<file path="src/rtl/core/nsrl_pkg.sv">
// package: shared types and constants for the relaxation limiter
`default_nettype none
package nsrl_pkg;
	localparam int unsigned MaxStationsDef = 1024;
	localparam logic [30:0] UpperResetVal = 31'h6000_0000;
	localparam logic [31:0] LowerResetVal = 32'hE000_0000;
	localparam logic [31:0] RelaxOne = 32'h4000_0000;
	localparam logic [62:0] SumMax = {63{1'b1}};
	localparam logic [31:0] RatioMax = 32'h7FFF_FFFF;

	localparam logic [1:0] RegUpper = 2'd0;
	localparam logic [1:0] RegLower = 2'd1;
	localparam logic [1:0] RegTrans = 2'd2;

	typedef struct packed {
		logic        first;
		logic        last;
		logic        laminar;
		logic [31:0] start_rel;
		logic [31:0] cf;
		logic [31:0] dcf;
		logic [31:0] th;
		logic [31:0] dth;
		logic [31:0] ds;
		logic [31:0] dds;
		logic [31:0] due;
	} item_t;

	typedef enum logic [3:0] {
		B_IDLE, B_DIV, B_TRACK, B_LIM_P, B_LIM_N, B_OUT
	} bstate_t;
endpackage
`default_nettype wire

</file>
<file path="src/rtl/core/nsrl_div.sv">
// iterative signed divider: 64-bit dividend by 64-bit divisor, one bit per cycle
`default_nettype none
module nsrl_div (
	input  wire logic               clk,
	input  wire logic               arst_n,
	input  wire logic               start,
	input  wire logic signed [63:0] num,
	input  wire logic signed [63:0] den,
	output logic                    done,
	output logic signed [63:0]      quo
);
	logic [63:0] rem_q, quo_q, den_q;
	logic [6:0]  cnt_q;
	logic        neg_q, busy_q;
	logic [64:0] trial;
	logic [63:0] rem_sh;

	assign rem_sh = {rem_q[62:0], quo_q[63]};
	assign trial  = {1'b0, rem_sh} - {1'b0, den_q};

	always_ff @(posedge clk or negedge arst_n) begin
		if (!arst_n) begin
			busy_q <= 1'b0;
			cnt_q  <= '0;
			done   <= 1'b0;
		end else begin
			done <= 1'b0;
			if (start) begin
				busy_q <= 1'b1;
				cnt_q  <= 7'd64;
			end else if (busy_q) begin
				cnt_q <= cnt_q - 7'd1;
				if (cnt_q == 7'd1) begin
					busy_q <= 1'b0;
					done   <= 1'b1;
				end
			end
		end
	end

	always_ff @(posedge clk) begin
		if (start) begin
			rem_q <= '0;
			quo_q <= num[63] ? 64'(-num) : num;
			den_q <= den[63] ? 64'(-den) : den;
			neg_q <= num[63] ^ den[63];
		end else if (busy_q) begin
			if (!trial[64]) begin
				rem_q <= trial[63:0];
				quo_q <= {quo_q[62:0], 1'b1};
			end else begin
				rem_q <= rem_sh;
				quo_q <= {quo_q[62:0], 1'b0};
			end
		end
	end

	assign quo = neg_q ? 64'(-quo_q) : quo_q;
endmodule
`default_nettype wire

</file>
<file path="src/rtl/core/nsrl_front.sv">
// front end: accepts stations, tags laminar stations, feeds a two-entry queue
`default_nettype none
module nsrl_front #(
	parameter int unsigned MAX_STATIONS = nsrl_pkg::MaxStationsDef
) (
	input  wire logic                 clk,
	input  wire logic                 arst_n,
	input  wire logic                 in_valid,
	output logic                      in_ready,
	input  wire nsrl_pkg::item_t      in_item,
	input  wire logic [10:0]          trans,
	output logic                      q_valid,
	input  wire logic                 q_ready,
	output nsrl_pkg::item_t           q_item
);
	localparam int unsigned IdxW = $clog2(MAX_STATIONS + 1);

	nsrl_pkg::item_t buf_q [2];
	logic            wp_q, rp_q;
	logic [1:0]      cnt_q;
	logic [IdxW-1:0] idx_q;
	logic [IdxW-1:0] idx_use;
	logic            push, pop;
	nsrl_pkg::item_t tagged_item;

	assign in_ready = (cnt_q != 2'd2);
	assign push     = in_valid && in_ready;
	assign q_valid  = (cnt_q != 2'd0);
	assign pop      = q_valid && q_ready;
	assign q_item   = buf_q[rp_q];
	assign idx_use  = in_item.first ? '0 : idx_q;

	always_comb begin
		tagged_item = in_item;
		tagged_item.laminar = (32'(idx_use) < 32'(trans));
	end

	always_ff @(posedge clk or negedge arst_n) begin
		if (!arst_n) begin
			wp_q  <= 1'b0;
			rp_q  <= 1'b0;
			cnt_q <= '0;
			idx_q <= '0;
		end else begin
			if (push) begin
				wp_q <= ~wp_q;
				if (32'(idx_use) < MAX_STATIONS)
					idx_q <= idx_use + IdxW'(1);
				else
					idx_q <= idx_use;
			end
			if (pop)
				rp_q <= ~rp_q;
			cnt_q <= cnt_q + {1'b0, push} - {1'b0, pop};
		end
	end

	always_ff @(posedge clk) begin
		if (push)
			buf_q[wp_q] <= tagged_item;
	end
endmodule
`default_nettype wire

</file>
<file path="src/rtl/core/nsrl_back.sv">
// back end: forms the normalized changes, tracks metrics and limits relaxation
`default_nettype none
module nsrl_back (
	input  wire logic              clk,
	input  wire logic              arst_n,
	input  wire logic              q_valid,
	output logic                   q_ready,
	input  wire nsrl_pkg::item_t   q_item,
	input  wire logic [30:0]       upper,
	input  wire logic [31:0]       lower,
	output logic                   out_valid,
	input  wire logic              out_ready,
	output logic [31:0]            out_rel,
	output logic [62:0]            out_sum,
	output logic [30:0]            out_max,
	output logic                   out_sat
);
	nsrl_pkg::bstate_t st_q, st_d;
	nsrl_pkg::item_t   it_q;
	logic [1:0]        k_q;
	logic signed [31:0] gp_q, mn_q, dn_q;
	logic [62:0]       sum_q;
	logic [31:0]       rel_q;
	logic              sat_q;

	logic              dv_start, dv_done;
	logic signed [63:0] dv_num, dv_den, dv_quo;
	logic signed [31:0] num_s, den_s, due_s, mag_s;
	logic              use_div;
	logic signed [63:0] clamp_v;
	logic [31:0]       dmag;
	logic [63:0]       sq, sum_ext;
	logic [32:0]       negmn;
	logic              div_run_q;
	logic              go_div;
	logic              lam_sel;
	logic [31:0]       dcf_mag;
	logic [56:0]       lam_prod;
	logic signed [31:0] lam_v;

	nsrl_div u_div (
		.clk(clk), .arst_n(arst_n), .start(dv_start),
		.num(dv_num), .den(dv_den), .done(dv_done), .quo(dv_quo)
	);

	always_comb begin
		num_s = it_q.dcf;
		den_s = it_q.cf;
		unique case (k_q)
			2'd0: begin
				num_s = it_q.dcf;
				den_s = it_q.cf;
			end
			2'd1: begin
				num_s = it_q.dth;
				den_s = it_q.th;
			end
			2'd2: begin
				num_s = it_q.dds;
				den_s = it_q.ds;
			end
			default: begin
				num_s = it_q.dcf;
				den_s = it_q.cf;
			end
		endcase
	end

	// laminar friction change: divide by 1280 as a shift by 8 and a multiply by 1/5
	assign lam_sel  = (k_q == 2'd0) && it_q.laminar;
	assign dcf_mag  = it_q.dcf[31] ? 32'd0 - it_q.dcf : it_q.dcf;
	assign lam_prod = 57'(dcf_mag[31:8]) * 57'h0_CCCC_CCCD;
	assign lam_v    = it_q.dcf[31] ? -signed'({9'd0, lam_prod[56:34]}) :
		signed'({9'd0, lam_prod[56:34]});

	assign due_s   = it_q.due;
	assign mag_s   = 32'((due_s[31] ? -{due_s[31], due_s} : {1'b0, due_s}) >> 5);
	assign use_div = (k_q != 2'd3) && !lam_sel && (den_s != 32'sd0);
	assign clamp_v = dv_quo;

	always_comb begin
		dv_num = 64'(signed'(num_s)) <<< 23;
		dv_den = 64'(signed'(den_s));
		if (st_q == nsrl_pkg::B_LIM_P) begin
			dv_num = {10'd0, upper, 23'd0};
			dv_den = 64'(signed'(gp_q));
		end else if (st_q == nsrl_pkg::B_LIM_N) begin
			dv_num = 64'(signed'(lower)) <<< 23;
			dv_den = 64'(signed'(mn_q));
		end
	end

	assign dmag    = dn_q[31] ? 32'(-dn_q) : dn_q;
	assign sq      = 64'(dmag) * 64'(dmag);
	assign sum_ext = {1'b0, sum_q};
	assign negmn   = 33'(-(33'(signed'(mn_q))));

	assign go_div = !div_run_q && (
		(st_q == nsrl_pkg::B_DIV && use_div) ||
		(st_q == nsrl_pkg::B_LIM_P && gp_q > 0) ||
		(st_q == nsrl_pkg::B_LIM_N && mn_q < 0));

	always_comb begin
		st_d = st_q;
		unique case (st_q)
			nsrl_pkg::B_IDLE:  if (q_valid) st_d = nsrl_pkg::B_DIV;
			nsrl_pkg::B_DIV:   if (!use_div || dv_done) st_d = nsrl_pkg::B_TRACK;
			nsrl_pkg::B_TRACK: begin
				if (k_q != 2'd3) st_d = nsrl_pkg::B_DIV;
				else if (!it_q.last) st_d = nsrl_pkg::B_IDLE;
				else st_d = nsrl_pkg::B_LIM_P;
			end
			nsrl_pkg::B_LIM_P: if (gp_q <= 0 || dv_done) st_d = nsrl_pkg::B_LIM_N;
			nsrl_pkg::B_LIM_N: if (mn_q >= 0 || dv_done) st_d = nsrl_pkg::B_OUT;
			nsrl_pkg::B_OUT:   if (!out_valid) st_d = nsrl_pkg::B_IDLE;
			default: st_d = nsrl_pkg::B_IDLE;
		endcase
	end

	always_comb begin
		q_ready  = (st_q == nsrl_pkg::B_IDLE);
		dv_start = go_div;
	end

	always_ff @(posedge clk or negedge arst_n) begin
		if (!arst_n) begin
			st_q      <= nsrl_pkg::B_IDLE;
			k_q       <= '0;
			gp_q      <= '0;
			mn_q      <= '0;
			sum_q     <= '0;
			rel_q     <= nsrl_pkg::RelaxOne;
			sat_q     <= 1'b0;
			out_valid <= 1'b0;
			div_run_q <= 1'b0;
		end else begin
			st_q <= st_d;
			if (out_valid && out_ready)
				out_valid <= 1'b0;
			if (go_div)
				div_run_q <= 1'b1;
			else if (dv_done)
				div_run_q <= 1'b0;
			unique case (st_q)
				nsrl_pkg::B_IDLE: begin
					k_q <= '0;
					if (q_valid && q_item.first) begin
						gp_q  <= '0;
						mn_q  <= '0;
						sum_q <= '0;
						sat_q <= 1'b0;
						rel_q <= q_item.start_rel;
					end
				end
				nsrl_pkg::B_DIV: begin
					if (k_q == 2'd3) begin
						dn_q <= mag_s;
					end else if (lam_sel) begin
						dn_q <= lam_v;
					end else if (!use_div) begin
						sat_q <= 1'b1;
						dn_q <= num_s[31] ? -signed'(nsrl_pkg::RatioMax) :
							(num_s == 0 ? 32'sd0 : signed'(nsrl_pkg::RatioMax));
					end else if (dv_done) begin
						if (clamp_v > 64'sd2147483647) begin
							dn_q <= signed'(nsrl_pkg::RatioMax);
							sat_q <= 1'b1;
						end else if (clamp_v < -64'sd2147483647) begin
							dn_q <= -signed'(nsrl_pkg::RatioMax);
							sat_q <= 1'b1;
						end else
							dn_q <= 32'(clamp_v);
					end
				end
				nsrl_pkg::B_TRACK: begin
					k_q <= k_q + 2'd1;
					if (dn_q > gp_q) gp_q <= dn_q;
					if (dn_q < mn_q) mn_q <= dn_q;
					if (sq > 64'(nsrl_pkg::SumMax) - sum_ext) begin
						sum_q <= nsrl_pkg::SumMax;
						sat_q <= 1'b1;
					end else
						sum_q <= 63'(sum_ext + sq);
				end
				nsrl_pkg::B_LIM_P: begin
					if (dv_done && dv_quo < 64'(rel_q))
						rel_q <= dv_quo[31:0];
				end
				nsrl_pkg::B_LIM_N: begin
					if (dv_done) begin
						if (dv_quo < 0) begin
							sat_q <= 1'b1;
							rel_q <= '0;
						end else if (dv_quo < 64'(rel_q))
							rel_q <= dv_quo[31:0];
					end
				end
				nsrl_pkg::B_OUT: begin
					if (!out_valid) begin
						out_valid <= 1'b1;
						out_rel   <= rel_q;
						out_sum   <= sum_q;
						out_max   <= (32'(gp_q) > negmn[31:0]) ? gp_q[30:0] : negmn[30:0];
						out_sat   <= sat_q;
					end
				end
				default: k_q <= k_q;
			endcase
		end
	end

	always_ff @(posedge clk) begin
		if (st_q == nsrl_pkg::B_IDLE && q_valid)
			it_q <= q_item;
	end
endmodule
`default_nettype wire

</file>
<file path="src/rtl/core/newton_step_relaxation_limiter_core.sv">
// top level: newton step relaxation limiter
`default_nettype none
// Usage: one boundary-layer station per input item on a valid/ready channel.
// first_station clears the metrics and loads start_relaxation; after the
// item with last_station set, one result (relaxation, sum_of_squares,
// max_change, saturated) appears on the output valid/ready channel.
// A front stage accepts items into a two-entry queue and marks laminar
// stations by their index; a back stage forms the three data-dependent
// quotients through one shared radix-2 divider that resolves one quotient
// bit per cycle, and the laminar friction change by a shift and a
// reciprocal multiply. The back stage works on one station at a time,
// while the queue can take further stations; a last station adds up to
// two more divisions, for the upper and lower limits.
// Configuration writes (wr_en, wr_index, wr_data) take effect at once; the
// user is to make them while the block is idle; the block does not check.
// Reset: limits return to 1.5 and -0.5, transition station to 0, the
// running relaxation to 1.0 and all metrics to zero.
// A stalled receiver holds the result register; the back stage waits and
// the queue then fills, after which in_ready drops.
module newton_step_relaxation_limiter_core #(
	parameter int unsigned MAX_STATIONS = nsrl_pkg::MaxStationsDef
) (
	input  wire logic        clk,
	input  wire logic        arst_n,
	input  wire logic        in_valid,
	output logic             in_ready,
	input  wire logic        first_station,
	input  wire logic        last_station,
	input  wire logic [31:0] start_relaxation,
	input  wire logic signed [31:0] skin_friction,
	input  wire logic signed [31:0] skin_friction_change,
	input  wire logic signed [31:0] momentum_thickness,
	input  wire logic signed [31:0] momentum_change,
	input  wire logic signed [31:0] displacement_thickness,
	input  wire logic signed [31:0] displacement_change,
	input  wire logic signed [31:0] edge_velocity_change,
	output logic             out_valid,
	input  wire logic        out_ready,
	output logic [31:0]      relaxation,
	output logic [62:0]      sum_of_squares,
	output logic [30:0]      max_change,
	output logic             saturated,
	input  wire logic        wr_en,
	input  wire logic [1:0]  wr_index,
	input  wire logic [31:0] wr_data
);
	logic [30:0] upper_q;
	logic [31:0] lower_q;
	logic [10:0] trans_q;
	nsrl_pkg::item_t in_item, q_item;
	logic q_valid, q_ready;

	always_ff @(posedge clk or negedge arst_n) begin
		if (!arst_n) begin
			upper_q <= nsrl_pkg::UpperResetVal;
			lower_q <= nsrl_pkg::LowerResetVal;
			trans_q <= '0;
		end else if (wr_en) begin
			unique case (wr_index)
				nsrl_pkg::RegUpper: upper_q <= wr_data[30:0];
				nsrl_pkg::RegLower: lower_q <= wr_data;
				nsrl_pkg::RegTrans: trans_q <= wr_data[10:0];
				default: trans_q <= trans_q;
			endcase
		end
	end

	always_comb begin
		in_item.first     = first_station;
		in_item.last      = last_station;
		in_item.laminar   = 1'b0;
		in_item.start_rel = start_relaxation;
		in_item.cf        = skin_friction;
		in_item.dcf       = skin_friction_change;
		in_item.th        = momentum_thickness;
		in_item.dth       = momentum_change;
		in_item.ds        = displacement_thickness;
		in_item.dds       = displacement_change;
		in_item.due       = edge_velocity_change;
	end

	nsrl_front #(.MAX_STATIONS(MAX_STATIONS)) u_front (
		.clk(clk), .arst_n(arst_n),
		.in_valid(in_valid), .in_ready(in_ready), .in_item(in_item),
		.trans(trans_q),
		.q_valid(q_valid), .q_ready(q_ready), .q_item(q_item)
	);

	nsrl_back u_back (
		.clk(clk), .arst_n(arst_n),
		.q_valid(q_valid), .q_ready(q_ready), .q_item(q_item),
		.upper(upper_q), .lower(lower_q),
		.out_valid(out_valid), .out_ready(out_ready),
		.out_rel(relaxation), .out_sum(sum_of_squares),
		.out_max(max_change), .out_sat(saturated)
	);
endmodule
`default_nettype wire

</file>
<file path="config.mk">
export PLATFORM = sky130hd
export DESIGN_NAME = newton_step_relaxation_limiter_core
export DESIGN_NICKNAME = d
export VERILOG_FILES = /design/src/rtl/core/nsrl_pkg.sv /design/src/rtl/core/nsrl_div.sv /design/src/rtl/core/nsrl_front.sv /design/src/rtl/core/nsrl_back.sv /design/src/rtl/core/newton_step_relaxation_limiter_core.sv
export SDC_FILE = /design/constraint.sdc
export NUM_CORES = 2
export LEC_CHECK = 0
export ABC_AREA = 1
export BUFFER_PORTS_ARGS = -buffer_cell sky130_fd_sc_hd__clkbuf_2
export CAP_MARGIN = 20
export CORE_UTILIZATION = 29
export CTS_BUF_LIST = sky130_fd_sc_hd__clkbuf_8 sky130_fd_sc_hd__clkbuf_16
export DETAILED_ROUTE_END_ITERATION = 10
export GPL_ROUTABILITY_DRIVEN = 0
export MAX_ROUTING_LAYER = met4
export SLEW_MARGIN = 20
export SYNTH_ARGS = -nofsm -noshare
export SYNTH_HDL_FRONTEND = slang
export SYNTH_SLANG_ARGS = --single-unit
</file>
<file path="constraint.sdc">
create_clock -name clk -period 16.1 [get_ports clk]
set_input_delay 3.22 -clock clk [delete_from_list [all_inputs] [get_ports clk]]
set_output_delay 3.22 -clock clk [all_outputs]
set_load 0.03 [all_outputs]
</file>
Word level (Yosys, flattened, before mapping)
Memory sizes are Yosys's and may differ from the RTL's.
Index checks and enable logic that the tools add are counted.

word-level totals
  memories kept = 1
  memory bits (writable) = 518
  flip-flop bits (word level) = 843
  logic and storage cells = 226
  bits of input ports = 297

memory list
  memory         words  bits a word  read ports  clocked after memory_dff  write ports  line              source
  u_front.buf_q  2      259          1           0                         1            nsrl_front.sv:18  nsrl_pkg::item_t buf_q [2];

operators by class
  $mul = 2
  mux-type cells = 77
  bitwise operators = 4
  magnitude comparators = 14
  eq/ne operators = 31
  $add $sub $neg = 16
  reduce and logical (&&, ||, !) cells = 42

operator list
  operator                                                      count
  two-way mux 32 bit                                            17
  two-way mux 64 bit                                            8
  one-hot mux 32 bit (2 select lines)                           4
  two-way mux 63 bit                                            4
  negation 64 bit                                               3
  one-hot mux 63 bit (2 select lines)                           1
  one-hot mux 32 bit (3 select lines)                           1
  subtractor 64 x 64 -> 65 bit                                  1
  > comparator 32 bit                                           2
  > comparator 64 x 32 -> 1 bit, second input constant          1
  > comparator 64 bit                                           1
  less-than comparator 64 x 1 -> 1 bit, second input constant   1
  less-than comparator 64 x 32 -> 1 bit                         1
  less-than comparator 64 x 32 -> 1 bit, second input constant  1
  multiplier 32 x 32 -> 64 bit                                  1
  negation 32 bit                                               2
  subtractor 63 x 63 -> 64 bit, first input constant            1
  adder 63 bit                                                  1
  two-way mux 31 bit                                            2
  multiplier 24 x 32 -> 56 bit, second input constant           1
  two-way mux 33 bit                                            1
  negation 33 bit                                               1
  >= comparator 32 x 1 -> 1 bit, second input constant          1
  > comparator 32 x 1 -> 1 bit, second input constant           1
  47 further kinds                                              128

Logic depth before layout (Yosys ltp)
  depth after elaboration = 10
  depth in mapped cells = 62

Modules after synthesis
A second synthesis with hierarchy kept.

second synthesis, totals
  cell total of the unflattened synthesis = 13,412
  area total of the unflattened synthesis = 114,043.1 um^2

modules (own cells, without submodules)
  module                               times used  cells each  seq. area each (um^2)  area each (um^2)
  nsrl_back                            1           8,144       15,741.3               70,722.8
  nsrl_div                             1           3,428       5,360.1                20,327.0
  nsrl_front                           1           1,510       15,930.3               19,984.2
  newton_step_relaxation_limiter_core  1           330         1,858.0                3,009.1

Worst setup path before layout
No wires, ideal clock.

  path kind = input port to flip-flop
  start point = input port in_valid
  end point = memory u_front.buf_q[1][0] (netlist bit) (enable)
  path slack = 1.075 ns
  data required time = 15.213 ns
  stages = 2
  arrival = 14.139 ns
  buffers on the path = 0
  cell sequence = nand2_1 nor2_1

on the way
  word-level cells in the longest chain between the ends = 3

ends and longest elaborated chain
  what                                     line                                       source
  start, declared                          newton_step_relaxation_limiter_core.sv:25  input wire logic in_valid,
  logical AND 1 bit                        nsrl_front.sv:27                           assign push = in_valid && in_ready;
  two-way mux 1 bit                        nsrl_front.sv:59                           if (push)
  two-way mux 1 bit (implied by the code)  nsrl_front.sv:60                           buf_q[wp_q] <= tagged_item;
  end, declared                            nsrl_front.sv:18

Every way passes these cells.

Worst setup path in the final report
  start point = register u_back.dn_q[0]
  end point = register u_back.sum_q[32]

on the way
  word-level cells in the longest chain between the ends = 6
  elaborated cells between the ends (all ways) = 7
  classes of those cells = add/sub (2); mul (1); order compare (1); mux (3)

ends and longest elaborated chain
  what                                                 line                                source
  start, declared                                      nsrl_back.sv:21                     logic signed [31:0] gp_q, mn_q, dn_q;
  start signal, assigned                               nsrl_back.sv:157                    dn_q <= mag_s;
  start signal, assigned                               nsrl_back.sv:159                    dn_q <= lam_v;
  start signal, assigned                               nsrl_back.sv:162                    dn_q <= num_s[31] ? -signed'(nsrl_pkg::RatioMax) :
  negation 32 bit                                      nsrl_back.sv:93                     assign dmag = dn_q[31] ? 32'(-dn_q) : dn_q;
  two-way mux 32 bit *                                 nsrl_back.sv:93
  multiplier 32 x 32 -> 64 bit *                       nsrl_back.sv:94                     assign sq = 64'(dmag) * 64'(dmag);
  adder 63 bit or > comparator 64 bit (tied branches)  nsrl_back.sv:183, nsrl_back.sv:179
  two-way mux 63 bit *                                 nsrl_back.sv:179                    if (sq > 64'(nsrl_pkg::SumMax) - sum_ext) begin
  one-hot mux 63 bit (2 select lines) *                nsrl_back.sv:144                    unique case (st_q)
  end signal, assigned                                 nsrl_back.sv:180                    sum_q <= nsrl_pkg::SumMax;
  end signal, assigned                                 nsrl_back.sv:183                    sum_q <= 63'(sum_ext + sq);
  end, declared                                        nsrl_back.sv:22                     logic [62:0] sum_q;

Mark *: on every way between the ends. The rest lies on a longest branch, timed or not.
A chain may end at the register's enable or synchronous reset.

==> impl_metrics.yaml <==
status:
  outcome: "finished clean"
worst_hold_path:
  holdPathEnd: "u_back.out_rel[16]$_DFFE_PP_"
  hp-class: "register to register"
  hold_depth: 0
  min_from: "u_back.rel_q[16]$_DFFE_PN0P_"
logic_synthesis:
  syn_inst: 12231
  ys.flop_type: "edfxtp_1"
  ys_ff_latch: 1360
  ys_types: 72
  synth_area_leaders: "edfxtp_1, fa_1, nand2_1"
  yosysTopAreaCellShare_pct: 28.48
  syn-cell-area_um2: 108800
  async_flop_share_pct: 19.49
  syn_avg_cell_area_um2: 8.898
  ys_seq_area_share_pct: 35.73
  yosysWarningCount: 0
  synth_edf_count: 1032
  synth_area_leader_cell: "edfxtp_1"
place:
  hpwl_um: 278400
  io_buffers: 425
drt:
  vias_per_cell: 4.779
  first_iter_violations: 8246
  drtPass1Iterations: 6
  drt-total-wl_um: 351600
  vias: 84775
  drtAntennaViolNets: 0
  drc: 0
  wl_per_cell_um: 19.82
global_route:
  grt_overflow: 0
  grt_antenna_before_repair: 39
  grt_usage_pct: 18.78
  grt_pass1_vias: 83583
  grt_max_degree: 172
  grt_pass1_wl_um: 524200
floorplan:
  start_util_pct: 29.20
  io_pins: 426
  core_um2: 372800
  die_x_um: 614.6
  fp.dieH_um: 614.6
  rows: 224
  die-area_um2: 377700
cts:
  cts_max_path_buffers: 4
  path_clk_slew_ns: 0.06
  numCtsBuffers: 158
  ctsHoldBuffers: 0
  numClockSinks: 1360
  htreeDepth: 4
  cts_root_buffer: "clkbuf_16"
  cts.repair.resized: 0
  cts_tree: "yes"
  post_cts_buffers: 0
  insertion_delay_ns: 0.84
timing:
  hold-worst-slack_ns: 0.4475
  clock_skew_ns: 0.09146
  rsz0062_at_grt: "no"
  setup_viol: 0
  final.setup.tns_ns: 0
  finalHoldViolCount: 0
  slew_viol_final: 0
  finalCritPeriodShare_pct: 86.89
  max_freq_mhz: 71.48
  relSlewSlack_pct: 20.34
  tightestPinTransition_ns: 1.195
  period_minus_slack_ns: 13.99
cells_and_area:
  area_growth_pct: 12.21
  mostFrequentLayoutCell: "nand2_1"
  drive_gt1_share_pct: 6.726
  nets: 14676
  mostFrequentLayoutCells: "nand2_1, inv_1, nor2_1"
  nFillCells: 38741
critical_path:
  r2r_start: "u_back.dn_q[0]$_DFFE_PP_"
  cp-end-kind: "register"
  r2r-end: "u_back.sum_q[32]$_DFFE_PN0P_"
  worstSetupStartpointType: "register"
  path_max_fanout: 62
  crit_required_ns: 16.73
  path_class: "register to register"
  cp_slowest_cell: "clkinv_1"
  r2r_slack_ns: 2.11
  slowest_delay_ns: 0.91
  cp.arrival_ns: 14.62
  rr_worst_depth: 46
flow_run:
  max-cap-violations: 0
-- registers in the layout, summed over array words and instances, names as in the netlist, 63 cells and up --
signal	flops
u_front.buf_q	518
u_back.u_div.den_q	64
u_back.u_div.rem_q	63
u_back.sum_q	63
u_back.u_div.quo_q	64
u_back.out_sum	63
u_back.it_q	194
-- cells in the mapped netlist, drive strengths merged (7+ instances only) --
| library cell | n |
|---|---|
| nor3 | 96 |
| or2 | 21 |
| a32o | 9 |
| dfrtp | 259 |
| a21oi | 588 |
| o211ai | 45 |
| clkbuf | 247 |
| o31ai | 15 |
| a22o | 15 |
| o21bai | 34 |
| o21ai | 778 |
| o22ai | 16 |
| nor2 | 1130 |
| dfxtp | 63 |
| o2111ai | 11 |
| nand2 | 2718 |
| fa | 983 |
| a21boi | 7 |
| nor4 | 45 |
| a31oi | 73 |
| a21o | 35 |
| clkinv | 15 |
| a221o | 17 |
| o221ai | 11 |
| nand3b | 20 |
| nand3 | 309 |
| inv | 2195 |
| xnor2 | 116 |
| ha | 768 |
| a211oi | 8 |
| edfxtp | 1032 |
| o21a | 46 |
| xor2 | 265 |
| nand4 | 101 |
| buf | 99 |
-- layout make-up --
cell class                      instances  area (µm²)  area share (%)
Multi-Input combinational cell       8372       60510           49.55
Sequential cell                      1360       38890           31.85
Inverter                             2210        8309           6.804
Tap cell                             4972        6221           5.094
Clock buffer                          163        4045           3.312
Timing Repair Buffer                  526        3025           2.477
Clock inverter                        111        1051          0.8606
Antenna cell                           24       60.06         0.04918
-- per-stage QoR --
step           setup WS, ns  std cells  instance area [µm²]  utilization, %
6_report              2.111      17738               122100           32.76
3_5_place_dp          2.421      17438               116900           31.36
2_1_floorplan         1.075      12288               109000               -
3_3_place_gp          2.618      17436               116900           31.35
4_1_cts               2.379      17712               122000           32.73
5_1_grt               1.339      17730               122100           32.76
-- worst max-delay path, delay by kind of cell (launching register included) --
kind	cells	cell delay [ns]
compound gates	9	2.40
xor+xnor	1	0.19
fa+ha+maj	10	4.71
buf+inv	6	1.49
flops	1	0.66
simple gates	20	4.29
-- per-layer routing --
metal | up-vias | track usage, % | share of wire, %
li1 | 39887 | - | -
met4 | 0 | 6.864 | 4.3
met5 | - | - | 0
met2 | 3381 | 28.83 | 44
met3 | 645 | 3.262 | 8.1
met1 | 40862 | 24.83 | 43
-- cells by family (layout without fill, tap and decap cells) --
group	Yosys count	after routing	synth area share (%)
fa+ha+maj	1751	1751	26.91
buf+inv	2556	3010	8.985
compound gates	1730	1730	8.844
other cells	2	83	0.006901
mux	1	1	0.01035
flops	1360	1360	35.73
xor+xnor	381	381	3.066
simple gates	4450	4450	16.44
-- worst max-delay path by stage --
stage	from	to	slack, ns
2_1_floorplan	in_valid	u_front.buf_q[1][0]$_DFFE_PP_	1.07
3_3_place_gp	u_back.dn_q[0]$_DFFE_PP_	u_back.sum_q[62]$_DFFE_PN0P_	2.62
3_5_place_dp	u_back.dn_q[0]$_DFFE_PP_	u_back.sum_q[25]$_DFFE_PN0P_	2.42
4_1_cts	u_back.dn_q[0]$_DFFE_PP_	u_back.sum_q[25]$_DFFE_PN0P_	2.38
5_1_grt	u_back.dn_q[0]$_DFFE_PP_	u_back.sum_q[8]$_DFFE_PN0P_	1.34
6_report	u_back.dn_q[0]$_DFFE_PP_	u_back.sum_q[32]$_DFFE_PN0P_	2.11
Power is left out: the tool's default activity adds up to more than one toggle a clock period on the data nets, which glitch-free logic cannot reach.
